===== src/rtl/core/tlfc_pkg.sv =====
// ----------------------------------------------------------------------------
// tlfc_pkg
// shared types, codes and lookup functions of the thermal level capper
// ----------------------------------------------------------------------------
package tlfc_pkg;

    localparam int NUM_DOMAINS = 5;
    localparam int DOM_W       = 3;
    localparam int LVL_W       = 3;
    localparam int PCT_W       = 7;
    localparam int STEP_W      = 3;
    localparam int RADIX_BITS  = 4;
    localparam int REG_IDX_W   = 3;

    localparam logic [DOM_W-1:0] DOM_LITTLE = 3'd0;
    localparam logic [DOM_W-1:0] DOM_BIG    = 3'd1;
    localparam logic [DOM_W-1:0] DOM_GPU    = 3'd2;
    localparam logic [DOM_W-1:0] DOM_GPUBUS = 3'd3;
    localparam logic [DOM_W-1:0] DOM_DDR    = 3'd4;

    localparam logic [REG_IDX_W-1:0] REG_THRESH1   = 3'd0;
    localparam logic [REG_IDX_W-1:0] REG_THRESH2   = 3'd1;
    localparam logic [REG_IDX_W-1:0] REG_THRESH3   = 3'd2;
    localparam logic [REG_IDX_W-1:0] REG_THRESH4   = 3'd3;
    localparam logic [REG_IDX_W-1:0] REG_HYST      = 3'd4;
    localparam logic [REG_IDX_W-1:0] REG_LITTLE_HW = 3'd5;
    localparam logic [REG_IDX_W-1:0] REG_BIG_HW    = 3'd6;

    localparam logic [LVL_W-1:0] LVL_0 = 3'd0;
    localparam logic [LVL_W-1:0] LVL_1 = 3'd1;
    localparam logic [LVL_W-1:0] LVL_2 = 3'd2;
    localparam logic [LVL_W-1:0] LVL_3 = 3'd3;
    localparam logic [LVL_W-1:0] LVL_4 = 3'd4;

    localparam logic [PCT_W:0] DIVISOR = 8'd100;

    typedef logic [LVL_W-1:0] t_level;

    typedef struct packed {
        logic signed [31:0] thresh1;
        logic signed [31:0] thresh2;
        logic signed [31:0] thresh3;
        logic signed [31:0] thresh4;
        logic        [30:0] hyst;
        logic        [31:0] little_hw;
        logic        [31:0] big_hw;
    } t_cfg;

    typedef struct packed {
        logic             start;
        logic [PCT_W-1:0] pct;
    } t_div_req;

    function automatic logic [PCT_W-1:0] pct_of(input t_level lvl);
        case (lvl)
            LVL_1:   pct_of = 7'd90;
            LVL_2:   pct_of = 7'd75;
            LVL_3:   pct_of = 7'd60;
            LVL_4:   pct_of = 7'd45;
            default: pct_of = 7'd100;
        endcase
    endfunction

    function automatic logic [STEP_W-1:0] little_steps(input t_level lvl);
        case (lvl)
            LVL_1:   little_steps = 3'd1;
            LVL_2:   little_steps = 3'd2;
            LVL_3:   little_steps = 3'd3;
            LVL_4:   little_steps = 3'd4;
            default: little_steps = 3'd0;
        endcase
    endfunction

    function automatic logic [STEP_W-1:0] big_steps(input t_level lvl);
        case (lvl)
            LVL_1:   big_steps = 3'd1;
            LVL_2:   big_steps = 3'd2;
            LVL_3:   big_steps = 3'd3;
            LVL_4:   big_steps = 3'd5;
            default: big_steps = 3'd0;
        endcase
    endfunction

endpackage


===== src/rtl/core/tlfc_div100.sv =====
// ----------------------------------------------------------------------------
// tlfc_div100
// shared percentage unit: floor(max * pct / 100), restoring division by the
// constant 100, four quotient bits per cycle
// ----------------------------------------------------------------------------
module tlfc_div100 #(
    parameter int FREQ_BITS = 32
) (
    input  logic                   i_clk,
    input  logic                   i_rst_n,
    input  tlfc_pkg::t_div_req     i_req,
    input  logic [FREQ_BITS-1:0]   i_mx,
    output logic                   o_done,
    output logic [FREQ_BITS-1:0]   o_quot
);
    import tlfc_pkg::*;

    localparam int PW      = FREQ_BITS + PCT_W;
    localparam int DIV_CYC = (PW + RADIX_BITS - 1) / RADIX_BITS;
    localparam int PADW    = DIV_CYC * RADIX_BITS;
    localparam int CYC_W   = $clog2(DIV_CYC + 1);

    logic [PADW-1:0]  r_work;
    logic [PCT_W-1:0] r_rem;
    logic [CYC_W-1:0] r_cnt;
    logic             r_busy;
    logic             r_done;

    logic [PADW-1:0]  w_work;
    logic [PCT_W-1:0] w_rem;
    logic [PCT_W:0]   w_t;

    always_comb begin
        w_work = r_work;
        w_rem  = r_rem;
        w_t    = '0;
        for (int k = 0; k < RADIX_BITS; k++) begin
            w_t    = {w_rem, w_work[PADW-1]};
            w_work = {w_work[PADW-2:0], 1'b0};
            if (w_t >= DIVISOR) begin
                w_rem     = PCT_W'(w_t - DIVISOR);
                w_work[0] = 1'b1;
            end else begin
                w_rem = w_t[PCT_W-1:0];
            end
        end
    end

    always_ff @(posedge i_clk) begin
        if (!i_rst_n) begin
            r_busy <= 1'b0;
            r_done <= 1'b0;
            r_cnt  <= '0;
        end else if (i_req.start) begin
            r_busy <= 1'b1;
            r_done <= 1'b0;
            r_cnt  <= CYC_W'(DIV_CYC);
        end else if (r_busy) begin
            r_cnt <= r_cnt - CYC_W'(1);
            if (r_cnt == CYC_W'(1)) begin
                r_busy <= 1'b0;
                r_done <= 1'b1;
            end
        end else begin
            r_done <= 1'b0;
        end
    end

    always_ff @(posedge i_clk) begin
        if (i_req.start) begin
            r_work <= PADW'(i_mx) * PADW'(i_req.pct);
            r_rem  <= '0;
        end else if (r_busy) begin
            r_work <= w_work;
            r_rem  <= w_rem;
        end
    end

    assign o_done = r_done;
    assign o_quot = FREQ_BITS'(r_work);

endmodule


===== src/rtl/core/tlfc_seq.sv =====
// ----------------------------------------------------------------------------
// tlfc_seq
// sequencer: level decision with hysteresis, per-domain cap search over the
// table memory, and the result register
// ----------------------------------------------------------------------------
module tlfc_seq #(
    parameter int TABLE_DEPTH = 32,
    parameter int FREQ_BITS   = 32
) (
    input  logic                                 i_clk,
    input  logic                                 i_rst_n,
    input  logic                                 i_start,
    input  logic signed [31:0]                   i_temperature,
    input  tlfc_pkg::t_cfg                       i_cfg,
    input  logic [$clog2(TABLE_DEPTH+1)-1:0]     i_counts [tlfc_pkg::NUM_DOMAINS],
    input  logic [FREQ_BITS-1:0]                 i_rdata,
    output logic [$clog2(tlfc_pkg::NUM_DOMAINS*TABLE_DEPTH)-1:0] o_raddr,
    output logic                                 o_busy,
    output logic                                 o_out_valid,
    input  logic                                 i_out_stall,
    output logic [2:0]                           o_new_level,
    output logic [31:0]                          o_little_cap,
    output logic [31:0]                          o_big_cap,
    output logic [31:0]                          o_gpu_cap,
    output logic                                 o_gpu_cap_valid,
    output logic [31:0]                          o_gpubus_cap,
    output logic                                 o_gpubus_cap_valid,
    output logic [31:0]                          o_ddr_cap,
    output logic                                 o_ddr_cap_valid
);
    import tlfc_pkg::*;

    localparam int IDX_W  = $clog2(TABLE_DEPTH);
    localparam int CNT_W  = $clog2(TABLE_DEPTH + 1);
    localparam int ADDR_W = $clog2(NUM_DOMAINS * TABLE_DEPTH);

    typedef enum logic [10:0] {
        S_IDLE  = 11'b000_0000_0001,
        S_LEVEL = 11'b000_0000_0010,
        S_HYST  = 11'b000_0000_0100,
        S_RMAX  = 11'b000_0000_1000,
        S_WMAX  = 11'b000_0001_0000,
        S_WSTEP = 11'b000_0010_0000,
        S_CPU   = 11'b000_0100_0000,
        S_DIV   = 11'b000_1000_0000,
        S_SCAN  = 11'b001_0000_0000,
        S_PICK  = 11'b010_0000_0000,
        S_OUT   = 11'b100_0000_0000
    } t_state;

    t_state               r_state, n_state;
    logic signed [31:0]   r_temp;
    t_level               r_level;
    t_level               r_prev;
    logic                 r_prev_vld;
    logic signed [33:0]   r_cool;
    logic [DOM_W-1:0]     r_dom;
    logic [FREQ_BITS-1:0] r_mx;
    logic [FREQ_BITS-1:0] r_pick;
    logic [FREQ_BITS-1:0] r_target;
    logic [FREQ_BITS-1:0] r_best;
    logic [FREQ_BITS-1:0] r_min;
    logic [CNT_W-1:0]     r_i;
    logic [FREQ_BITS-1:0] r_caps [NUM_DOMAINS];

    logic                 r_out_valid;
    t_level               r_out_level;
    logic [31:0]          r_out_cap [NUM_DOMAINS];
    logic                 r_out_gpu_vld;
    logic                 r_out_gpubus_vld;
    logic                 r_out_ddr_vld;

    logic [CNT_W-1:0]     w_cnt;
    logic [ADDR_W-1:0]    w_base;
    logic                 w_cpu;
    logic                 w_last_dom;
    logic [STEP_W-1:0]    w_steps;
    logic [CNT_W-1:0]     w_step_pos;
    logic [CNT_W-1:0]     w_last_pos;
    logic [FREQ_BITS-1:0] w_hw;
    logic [FREQ_BITS-1:0] w_eff;
    logic [FREQ_BITS-1:0] w_cpu_tmp;
    logic [FREQ_BITS-1:0] w_cpu_cap;
    logic [FREQ_BITS-1:0] w_pick_cap;
    t_level               w_level_raw;
    logic signed [31:0]   w_prev_th;
    logic                 w_hold;
    t_level               w_fin_level;
    logic                 w_no_change;
    logic                 w_hit;
    logic                 w_out_free;
    logic                 w_out_load;
    t_div_req             w_div_req;
    logic                 w_div_done;
    logic [FREQ_BITS-1:0] w_div_quot;

    tlfc_div100 #(
        .FREQ_BITS (FREQ_BITS)
    ) u_div (
        .i_clk   (i_clk),
        .i_rst_n (i_rst_n),
        .i_req   (w_div_req),
        .i_mx    (i_rdata),
        .o_done  (w_div_done),
        .o_quot  (w_div_quot)
    );

    assign w_cnt      = i_counts[r_dom];
    assign w_base     = ADDR_W'(r_dom) * ADDR_W'(TABLE_DEPTH);
    assign w_cpu      = (r_dom == DOM_LITTLE) || (r_dom == DOM_BIG);
    assign w_last_dom = (r_dom == DOM_DDR);
    assign w_steps    = (r_dom == DOM_BIG) ? big_steps(r_level) : little_steps(r_level);
    assign w_last_pos = w_cnt - CNT_W'(1);
    assign w_step_pos = (CNT_W'(w_steps) < w_cnt) ? (w_last_pos - CNT_W'(w_steps)) : '0;

    // cpu cap bounded by the hardware maximum, unknown maximum taken from the table
    assign w_hw      = (r_dom == DOM_BIG) ? FREQ_BITS'(i_cfg.big_hw)
                                          : FREQ_BITS'(i_cfg.little_hw);
    assign w_eff     = (w_hw != '0) ? w_hw : r_mx;
    assign w_cpu_tmp = (r_pick == '0) ? w_eff : r_pick;
    assign w_cpu_cap = ((w_eff != '0) && (w_cpu_tmp > w_eff)) ? w_eff : w_cpu_tmp;

    assign w_pick_cap = (r_best != '0) ? r_best : r_min;
    assign w_hit      = (i_rdata <= r_target) && (i_rdata >= r_best);

    always_comb begin
        if (r_temp >= i_cfg.thresh4) begin
            w_level_raw = LVL_4;
        end else if (r_temp >= i_cfg.thresh3) begin
            w_level_raw = LVL_3;
        end else if (r_temp >= i_cfg.thresh2) begin
            w_level_raw = LVL_2;
        end else if (r_temp >= i_cfg.thresh1) begin
            w_level_raw = LVL_1;
        end else begin
            w_level_raw = LVL_0;
        end
    end

    always_comb begin
        case (r_prev)
            LVL_4:   w_prev_th = i_cfg.thresh4;
            LVL_3:   w_prev_th = i_cfg.thresh3;
            LVL_2:   w_prev_th = i_cfg.thresh2;
            default: w_prev_th = i_cfg.thresh1;
        endcase
    end

    assign w_hold      = r_prev_vld && (r_level < r_prev) && (34'(r_temp) > r_cool);
    assign w_fin_level = w_hold ? r_prev : r_level;
    assign w_no_change = r_prev_vld && (w_fin_level == r_prev);

    assign w_out_free = !r_out_valid || !i_out_stall;
    assign w_out_load = (r_state == S_OUT) && w_out_free;

    always_comb begin
        n_state       = r_state;
        o_raddr       = w_base + ADDR_W'(IDX_W'(w_last_pos));
        w_div_req     = '0;
        w_div_req.pct = pct_of(r_level);
        case (r_state)
            S_IDLE: begin
                if (i_start) begin
                    n_state = S_LEVEL;
                end
            end
            S_LEVEL: begin
                n_state = S_HYST;
            end
            S_HYST: begin
                n_state = w_no_change ? S_IDLE : S_RMAX;
            end
            S_RMAX: begin
                if (w_cnt == '0) begin
                    n_state = w_cpu ? S_CPU : S_PICK;
                end else begin
                    n_state = S_WMAX;
                end
            end
            S_WMAX: begin
                if (w_cpu) begin
                    if (r_level != LVL_0) begin
                        o_raddr = w_base + ADDR_W'(IDX_W'(w_step_pos));
                        n_state = S_WSTEP;
                    end else begin
                        n_state = S_CPU;
                    end
                end else if (r_level == LVL_0) begin
                    n_state = S_PICK;
                end else begin
                    w_div_req.start = 1'b1;
                    n_state         = S_DIV;
                end
            end
            S_WSTEP: begin
                n_state = S_CPU;
            end
            S_CPU, S_PICK: begin
                n_state = w_last_dom ? S_OUT : S_RMAX;
            end
            S_DIV: begin
                o_raddr = w_base;
                if (w_div_done) begin
                    n_state = S_SCAN;
                end
            end
            S_SCAN: begin
                o_raddr = w_base + ADDR_W'(IDX_W'(r_i));
                if (r_i >= w_cnt) begin
                    n_state = S_PICK;
                end
            end
            S_OUT: begin
                if (w_out_free) begin
                    n_state = S_IDLE;
                end
            end
            default: begin
                n_state = S_IDLE;
            end
        endcase
    end

    always_ff @(posedge i_clk) begin
        if (!i_rst_n) begin
            r_state    <= S_IDLE;
            r_prev_vld <= 1'b0;
        end else begin
            r_state <= n_state;
            if ((r_state == S_HYST) && !w_no_change) begin
                r_prev_vld <= 1'b1;
            end
        end
    end

    always_ff @(posedge i_clk) begin
        case (r_state)
            S_IDLE: begin
                if (i_start) begin
                    r_temp <= i_temperature;
                end
            end
            S_LEVEL: begin
                r_level <= w_level_raw;
                r_cool  <= 34'(w_prev_th) - 34'(i_cfg.hyst);
            end
            S_HYST: begin
                r_level <= w_fin_level;
                if (!w_no_change) begin
                    r_prev <= w_fin_level;
                end
                r_dom <= DOM_LITTLE;
            end
            S_RMAX: begin
                r_mx   <= '0;
                r_pick <= '0;
                r_best <= '0;
                r_min  <= '0;
            end
            S_WMAX: begin
                r_mx   <= i_rdata;
                r_pick <= i_rdata;
                r_best <= i_rdata;
                r_min  <= i_rdata;
            end
            S_WSTEP: begin
                r_pick <= i_rdata;
            end
            S_CPU: begin
                r_caps[r_dom] <= w_cpu_cap;
                if (!w_last_dom) begin
                    r_dom <= r_dom + DOM_W'(1);
                end
            end
            S_DIV: begin
                if (w_div_done) begin
                    r_target <= w_div_quot;
                    r_best   <= '0;
                    r_min    <= '1;
                    r_i      <= CNT_W'(1);
                end
            end
            S_SCAN: begin
                if (w_hit) begin
                    r_best <= i_rdata;
                end
                if (i_rdata < r_min) begin
                    r_min <= i_rdata;
                end
                if (r_i < w_cnt) begin
                    r_i <= r_i + CNT_W'(1);
                end
            end
            S_PICK: begin
                r_caps[r_dom] <= w_pick_cap;
                if (!w_last_dom) begin
                    r_dom <= r_dom + DOM_W'(1);
                end
            end
            default: begin
            end
        endcase
    end

    // result register
    always_ff @(posedge i_clk) begin
        if (!i_rst_n) begin
            r_out_valid <= 1'b0;
        end else if (w_out_load) begin
            r_out_valid <= 1'b1;
        end else if (!i_out_stall) begin
            r_out_valid <= 1'b0;
        end
    end

    always_ff @(posedge i_clk) begin
        if (w_out_load) begin
            r_out_level <= r_level;
            for (int d = 0; d < NUM_DOMAINS; d++) begin
                r_out_cap[d] <= 32'(r_caps[d]);
            end
            r_out_gpu_vld    <= (r_caps[DOM_GPU] != '0);
            r_out_gpubus_vld <= (r_caps[DOM_GPUBUS] != '0);
            r_out_ddr_vld    <= (r_caps[DOM_DDR] != '0);
        end
    end

    assign o_busy             = (r_state != S_IDLE);
    assign o_out_valid        = r_out_valid;
    assign o_new_level        = r_out_level;
    assign o_little_cap       = r_out_cap[DOM_LITTLE];
    assign o_big_cap          = r_out_cap[DOM_BIG];
    assign o_gpu_cap          = r_out_cap[DOM_GPU];
    assign o_gpu_cap_valid    = r_out_gpu_vld;
    assign o_gpubus_cap       = r_out_cap[DOM_GPUBUS];
    assign o_gpubus_cap_valid = r_out_gpubus_vld;
    assign o_ddr_cap          = r_out_cap[DOM_DDR];
    assign o_ddr_cap_valid    = r_out_ddr_vld;

endmodule


===== config.mk =====
export PLATFORM = sky130hd
export DESIGN_NAME = tlfc_seq
export DESIGN_NICKNAME = d
export VERILOG_FILES = /design/src/rtl/core/tlfc_pkg.sv /design/src/rtl/core/tlfc_div100.sv /design/src/rtl/core/tlfc_seq.sv
export SDC_FILE = /design/constraint.sdc
export NUM_CORES = 2
export LEC_CHECK = 0
export BUFFER_PORTS_ARGS = -buffer_cell sky130_fd_sc_hd__buf_2
export CAP_MARGIN = 20
export CORE_ASPECT_RATIO = 1.75
export CORE_MARGIN = 2
export CORE_UTILIZATION = 60
export DETAILED_ROUTE_END_ITERATION = 6
export GPL_ROUTABILITY_DRIVEN = 0
export PLACE_DENSITY = 0.86
export REMOVE_ABC_BUFFERS = 1
export SKIP_CTS_REPAIR_TIMING = 1
export SYNTH_ARGS = -nofsm -noshare
export SYNTH_HDL_FRONTEND = slang
export SYNTH_SLANG_ARGS = --single-unit

===== constraint.sdc =====
create_clock -name i_clk -period 14 [get_ports i_clk]
set_input_delay 1.4 -clock i_clk [delete_from_list [all_inputs] [get_ports i_clk]]
set_output_delay 1.4 -clock i_clk [all_outputs]
set_load 0.02 [all_outputs]

# Yosys cells after proc, flatten, opt, wreduce, memory -nomap -nowiden
# Memory sizes are Yosys's and may differ from the RTL's.
# Cells that the tools add are included.
[word_totals] ff_bits=313 latch_bits=0 mem_bits_rw=320 romBits=0 inputBits=321 output_inout_bits=176 elab_cells=213 n_memories=2
[classes] n_addsub=13 n_mul=1 div=0 n_lt_le_gt_ge=18 n_eq_ne=32 shift=0 muxes=75 bitwise=5 reduce_logical=42
[memory_table] name="r_caps" depth=5 width=32 read_ports=5 rd_clocked_by_memory_dff=0 write_ports=1 line_no="tlfc_seq.sv:64" source="logic [FREQ_BITS-1:0] r_caps [NUM_DOMAINS];"
[memory_table] name="r_out_cap" depth=5 width=32 read_ports=5 rd_clocked_by_memory_dff=0 write_ports=5 line_no="tlfc_seq.sv:68" source="logic [31:0] r_out_cap [NUM_DOMAINS];"
[op_table] operator="two-way mux 32 bit" n=10
[op_table] operator="case mux 32 bit (4 select lines)" n=2
[op_table] operator="nonzero test 32 bit" n=6
[op_table] operator=">= comparator 32 bit" n=5
[op_table] operator="case mux 32 bit (2 select lines)" n=2
[op_table] operator="case mux 11 bit (10 select lines)" n=1
[op_table] operator="case mux 32 bit (3 select lines)" n=1
[op_table] operator="two-way mux 39 bit" n=2
[op_table] operator="two-way mux 11 bit" n=6
[op_table] operator="multiplier 32 x 7 -> 39 bit" n=1
[op_table] operator="two-way mux 7 bit" n=5
[op_table] operator="> comparator 32 x 34 -> 1 bit" n=1
[op_table] operator="subtractor 32 x 32 -> 33 bit" n=1
[op_table] operator=">= comparator 8 x 7 -> 1 bit, second input constant" n=4
[op_table] operator="> comparator 32 bit" n=1
[op_table] operator="less-or-equal comparator 32 bit" n=1
[op_table] operator="zero test 32 bit" n=1
[op_table] operator="< comparator 32 bit" n=1
[op_table] operator="two-way mux 10 bit" n=3
[op_table] operator="case mux 7 bit (4 select lines)" n=1
[op_table] operator="subtractor 7 bit, second input constant" n=4
[op_table] operator="adder 8 x 5 -> 8 bit" n=3
[op_table] operator="two-way mux 6 bit" n=4
[op_table] operator="case mux 3 bit (4 select lines)" n=2
[op_table] operator="other kinds (55)" n=118

# Longest topological paths before layout
[depth] depth_word=11 mapped_depth=27 depth_no_buf=23

# Hierarchy
# A second synthesis with hierarchy kept.
[hier_totals] hier_cells=3978 area_unflattened_um2=41986.5
[modules_own_cells] mod="tlfc_seq" n_inst=1 cells_per_inst=2883 area_each_um2=31889.3 seq_area_each_um2=17256.6
[modules_own_cells] mod="tlfc_div100" n_inst=1 cells_per_inst=1095 area_each_um2=10097.2 seq_area_each_um2=1451.4

# Worst setup path before layout
# Ideal clock, no wire load.
[synth_timing] path_kind="input port to flip-flop" start="input port i_out_stall" end="register r_out_ddr_vld, in the netlist o_ddr_cap_valid (enable)" setup_ns=0.746 arrival_ns=9.394 t_required_ns=13.254 path_slack_ns=3.859 path_stages=1 n_path_buf=0 path_cell_list="a21oi_1"
[synth_via] elab_chain_cells=3
[synth_rtl] element="start, declared" line_no="tlfc_seq.sv:20" source="input logic i_out_stall,"
[synth_rtl] element="zero test 1 bit"
[synth_rtl] element="logical OR 1 bit" line_no="tlfc_seq.sv:153" source="assign w_out_free = !r_out_valid || !i_out_stall;"
[synth_rtl] element="logical AND 1 bit" line_no="tlfc_seq.sv:154" source="assign w_out_load = (r_state == S_OUT) && w_out_free;"
[synth_rtl] element="end signal, assigned" line_no="tlfc_seq.sv:324" source="r_out_ddr_vld <= (r_caps[DOM_DDR] != '0);"
[synth_rtl] element="end, declared" line_no="tlfc_seq.sv:71" source="logic r_out_ddr_vld;"
# Every way passes these cells.
# A chain may end at the register's enable or synchronous reset.

# Worst setup path in the final report
[layout_timing] start="register r_level[2]" end="register u_div.r_work[37] (data pin)"
[layout_via] elab_chain_cells=5 elab_cells_between_ends=11 cone_classes="mul: 1; eq/ne: 4; mux: 5; reduce/logical: 1"
[layout_rtl] element="start, declared" line_no="tlfc_seq.sv:53" source="t_level r_level;"
[layout_rtl] element="start signal, assigned" line_no="tlfc_seq.sv:244" source="r_level <= w_level_raw;"
[layout_rtl] element="start signal, assigned" line_no="tlfc_seq.sv:248" source="r_level <= w_fin_level;"
[layout_rtl] element="parallel branches: the longest is 4 deep, another holds multiplier 32 x 7 -> 39 bit"
[layout_rtl] element="two-way mux 39 bit *" line_no="tlfc_div100.sv:70" source="if (i_req.start) begin"
[layout_rtl] element="end signal, assigned" line_no="tlfc_div100.sv:71" source="r_work <= PADW'(i_mx) * PADW'(i_req.pct);"
[layout_rtl] element="end signal, assigned" line_no="tlfc_div100.sv:74" source="r_work <= w_work;"
[layout_rtl] element="end, declared" line_no="tlfc_div100.sv:23" source="logic [PADW-1:0] r_work;"
# Mark *: on every way between the ends.

==> insert_results.sql <==
INSERT INTO impl_metrics (metric_group, metric, value, unit) VALUES
('run_status', 'run_status', 'finished, final reports clean', ''),
('synthesis', 'post_synth_inst_count', '3863', ''),
('floorplan', 'initial_core_util', '60.7', '%'),
('synthesis', 'ys_ff_latch', '632', ''),
('placed_design', 'count_of_input_and_output_buffers', '496', ''),
('clock_network', 'clk_path_buf_depth', '3', ''),
('floorplan', 'fp.dieH', '353', 'µm'),
('timing', 'rsz0062_at_grt', 'no', ''),
('clock_network', 'clk_transition_reported_paths', '70', 'ps'),
('setup_path', 'reg2reg_to', 'u_div.r_work[37]$_DFFE_PP_', ''),
('drt', 'routed_via_density', '6.25', ''),
('setup_path', 'r2r_start', 'r_level[2]$_DFFE_PP_', ''),
('drt', 'ant_nets', '0', ''),
('drt', 'remaining_drc_errors', '0', ''),
('finish', 'area.growth.synth_to_final', '13.5', '%'),
('timing', 'timing_hold_violations_final', '0', ''),
('timing', 'timing_worst_slew_pin_value', '1250', 'ps'),
('worst_hold_path', 'hold_class', 'flip-flop to flip-flop', ''),
('placed_design', 'estimated_wirelength_of_the_detail_placed_design', '100000', 'µm'),
('timing', 'max_freq', '139', 'MHz'),
('drt', 'top_layer', 'met5', ''),
('drt', 'route.vias.total', '33100', ''),
('drt', 'avgRoutedWirePerCell', '24.8', 'µm'),
('finish', 'layout-drive-gt1-share', '16.6', '%'),
('synthesis', 'synth_sequential_area_ratio', '44.9', '%'),
('synthesis', 'yosys.cell_count.top_type', 'sky130_fd_sc_hd__edfxtp_1', ''),
('synthesis', 'synth_top_cells_by_area', 'sky130_fd_sc_hd__edfxtp_1, sky130_fd_sc_hd__ha_1, sky130_fd_sc_hd__fa_1', ''),
('synthesis', 'synth.cells.most_frequent', 'sky130_fd_sc_hd__edfxtp_1, sky130_fd_sc_hd__inv_1, sky130_fd_sc_hd__ha_1, sky130_fd_sc_hd__nand2_1, sky130_fd_sc_hd__a21oi_1', ''),
('timing', 'final_min_period_over_clock_period', '51.3', '%'),
('synthesis', 'synth.mux.area_fraction', '3.20', '%'),
('grt', 'grt_antenna_before_repair', '16', ''),
('synthesis', 'postSynth.topFlopCell', 'sky130_fd_sc_hd__edfxtp_1', ''),
('worst_hold_path', 'hold_depth', '0', ''),
('synthesis', 'synth_xor_xnor_area_share', '2.02', '%'),
('clock_network', 'cts-root-buf', 'sky130_fd_sc_hd__clkbuf_16', ''),
('setup_path', 'reg2reg_setup_slack', '6820', 'ps'),
('synthesis', 'synth-simple-area-share', '11.6', '%'),
('floorplan', 'dieArea', '71700', 'µm²'),
('drt', 'wl_met3', '13600', 'µm'),
('grt', 'number_of_global_route_vias_before_repair', '33900', ''),
('setup_path', 'critPathLaunchType', 'flip-flop', ''),
('drt', 'wl_met2', '64400', 'µm'),
('flow_run', 'maxCapViolations', '0', ''),
('synthesis', 'post-synth-top-area-fraction', '43.6', '%'),
('clock_network', 'numCtsBuffers', '54', ''),
('power_and_ir_drop', 'static_leak', '21.8', 'nW'),
('synthesis', 'dominant_combinational_cell_family_by_area_after_synthesis', 'adder cells', ''),
('power_and_ir_drop', 'total_power', '5.16', 'mW'),
('synthesis', 'synth_compound_area_share', '13.0', '%'),
('floorplan', 'core_region_area', '68600', 'µm²'),
('grt', 'globalRouteTotalUtil', '36.8', '%'),
('drt', 'route.final.wire_length', '131000', 'µm'),
('timing', 'timing.setup.tns', '0', 'ps'),
('synthesis', 'synth_cell_types', '92', ''),
('synthesis', 'synth_async_sr_flop_share', '0', '%'),
('clock_network', 'clk_latency', '670', 'ps'),
('floorplan', 'fp-row-count', '127', ''),
('drt', 'dr.first_iter.drc_count', '2968', ''),
('setup_path', 'critical_path_required', '14550', 'ps'),
('worst_hold_path', 'worst_hold_startpoint', 'r_caps[1][30]$_DFFE_PP_', ''),
('timing', 'period_needed', '7180', 'ps'),
('clock_network', 'clock-sinks', '632', ''),
('timing', 'worst_slack_setup_final', '6820', 'ps'),
('timing', 'timing_max_transition_violations_final', '0', ''),
('grt', 'grt_first_pass_wirelength', '196000', 'µm'),
('setup_path', 'worst-endpoint-arrival', '7730', 'ps'),
('synthesis', 'post-synth-top-area-cell', 'sky130_fd_sc_hd__edfxtp_1', ''),
('finish', 'final_nets', '5222', ''),
('timing', 'maxSlewHeadroom', '16.2', '%'),
('grt', 'global_route.overflow_total', '0', ''),
('setup_path', 'critPathMaxFanout', '41', '');
## sequential cells by signal (all words and copies together) (netlist names), 4 cells and up
register	flops
r_best	32
r_state	11
r_out_cap	160
r_i	6
u_div.r_rem	7
u_div.r_work	40
r_min	32
r_mx	32
r_caps	160
r_cool	33
r_temp	32
r_target	32
r_pick	32
u_div.r_cnt	4
## cell usage in the layout (no fill, tap or decap), types with 11 or more instances in the layout
cell	n
sky130_fd_sc_hd__a211oi_1	18
sky130_fd_sc_hd__a21o_1	121
sky130_fd_sc_hd__a21oi_1	201
sky130_fd_sc_hd__a31oi_1	46
sky130_fd_sc_hd__and2_1	149
sky130_fd_sc_hd__and3_1	13
sky130_fd_sc_hd__buf_2	500
sky130_fd_sc_hd__buf_4	38
sky130_fd_sc_hd__clkbuf_16	54
sky130_fd_sc_hd__clkinv_2	11
sky130_fd_sc_hd__dfxtp_1	27
sky130_fd_sc_hd__diode_2	12
sky130_fd_sc_hd__edfxtp_1	605
sky130_fd_sc_hd__fa_1	133
sky130_fd_sc_hd__ha_1	423
sky130_fd_sc_hd__inv_1	563
sky130_fd_sc_hd__mux2_2	36
sky130_fd_sc_hd__mux2i_1	86
sky130_fd_sc_hd__nand2_1	297
sky130_fd_sc_hd__nand2b_1	30
sky130_fd_sc_hd__nand3_1	44
sky130_fd_sc_hd__nand3b_1	11
sky130_fd_sc_hd__nand4_1	79
sky130_fd_sc_hd__nor2_1	127
sky130_fd_sc_hd__nor2b_1	29
sky130_fd_sc_hd__nor3_1	37
sky130_fd_sc_hd__nor4_1	65
sky130_fd_sc_hd__o211ai_1	11
sky130_fd_sc_hd__o21a_1	30
sky130_fd_sc_hd__o21ai_0	136
sky130_fd_sc_hd__o21bai_1	53
sky130_fd_sc_hd__o22a_1	32
sky130_fd_sc_hd__o22ai_1	64
sky130_fd_sc_hd__or2_2	12
sky130_fd_sc_hd__xnor2_1	54
sky130_fd_sc_hd__xor2_1	42
## power by group
| group | switching, mW | leakage (nW) | internal [mW] |
|---|---|---|---|
| sequential | 0.0223 | 6.01 | 2.07 |
| combinational | 0.838 | 14.9 | 0.582 |
| clock | 0.737 | 0.939 | 0.911 |
| total | 1.60 | 21.8 | 3.56 |
## through the flow
step	hold WS, ps	area [µm²]	util [%]	instances
6_report	419	47300	68.9	5306
5_1_grt	420	47300	68.9	5297
4_1_cts	417	47300	68.9	5293
3_5_place_dp	405	45300	66.0	5191
3_3_place_gp	401	45200	65.9	5185
2_1_floorplan	400	41200	-	3747
## per-layer routing
layer,GRT usage [%],vias up
met5,0,-
met4,26.4,10
met3,10.3,589
met2,63.5,1957
met1,38.1,15800
li1,-,14800
## worst max path at each step
stage                                       to                  from
global route        u_div.r_work[37]$_DFFE_PP_  r_level[1]$_DFFE_PP_
floorplan            o_ddr_cap_valid$_DFFE_PP_           i_out_stall
detailed placement  u_div.r_work[37]$_DFFE_PP_           i_rdata[10]
finish              u_div.r_work[37]$_DFFE_PP_  r_level[2]$_DFFE_PP_
CTS                 u_div.r_work[37]$_DFFE_PP_  r_level[2]$_DFFE_PP_
global placement    u_div.r_work[34]$_DFFE_PP_            i_rdata[1]
## worst max-delay path: stages (launching register included)
cell	delay [ps]
sky130_fd_sc_hd__edfxtp_1	590
sky130_fd_sc_hd__nor2b_1	320
sky130_fd_sc_hd__inv_1	160
sky130_fd_sc_hd__a21oi_2	140
sky130_fd_sc_hd__buf_4	420
sky130_fd_sc_hd__and2_1	270
sky130_fd_sc_hd__nor2_1	80
sky130_fd_sc_hd__xor2_1	170
sky130_fd_sc_hd__ha_1	310
sky130_fd_sc_hd__fa_1	460
sky130_fd_sc_hd__fa_1	570
sky130_fd_sc_hd__inv_1	60
sky130_fd_sc_hd__fa_1	530
sky130_fd_sc_hd__inv_1	50
sky130_fd_sc_hd__ha_1	350
sky130_fd_sc_hd__a21oi_1	260
sky130_fd_sc_hd__o21ai_0	150
sky130_fd_sc_hd__a21oi_1	270
sky130_fd_sc_hd__nor2_1	90
sky130_fd_sc_hd__nor3_1	400
sky130_fd_sc_hd__o211ai_1	250
sky130_fd_sc_hd__o311ai_0	470
sky130_fd_sc_hd__a21oi_1	130
sky130_fd_sc_hd__o31ai_1	390
sky130_fd_sc_hd__buf_4	180
## area by class of cell
cell class,count,area [µm²]
inverter,564,2120
antenna,12,30.0
tap,903,1130
clock inverter,39,558
clock buffer,63,1390
sequential,632,18700
fill,4969,21300
multi-input combinational,2551,20500
timing repair buffer,542,2870
## logic make-up (layout without fill, tap and decap cells)
family / count (synthesis) / count (layout)
AOI/OAI and AO/OA: 823 / 823
xor gates and xnor gates: 96 / 96
adders and majority gates: 556 / 556
buffers and inverters: 680 / 1208
DFF: 632 / 632
muxes: 127 / 127
other: 0 / 12
and+or+nand+nor: 949 / 949
Power figures use the tool's default switching activity.
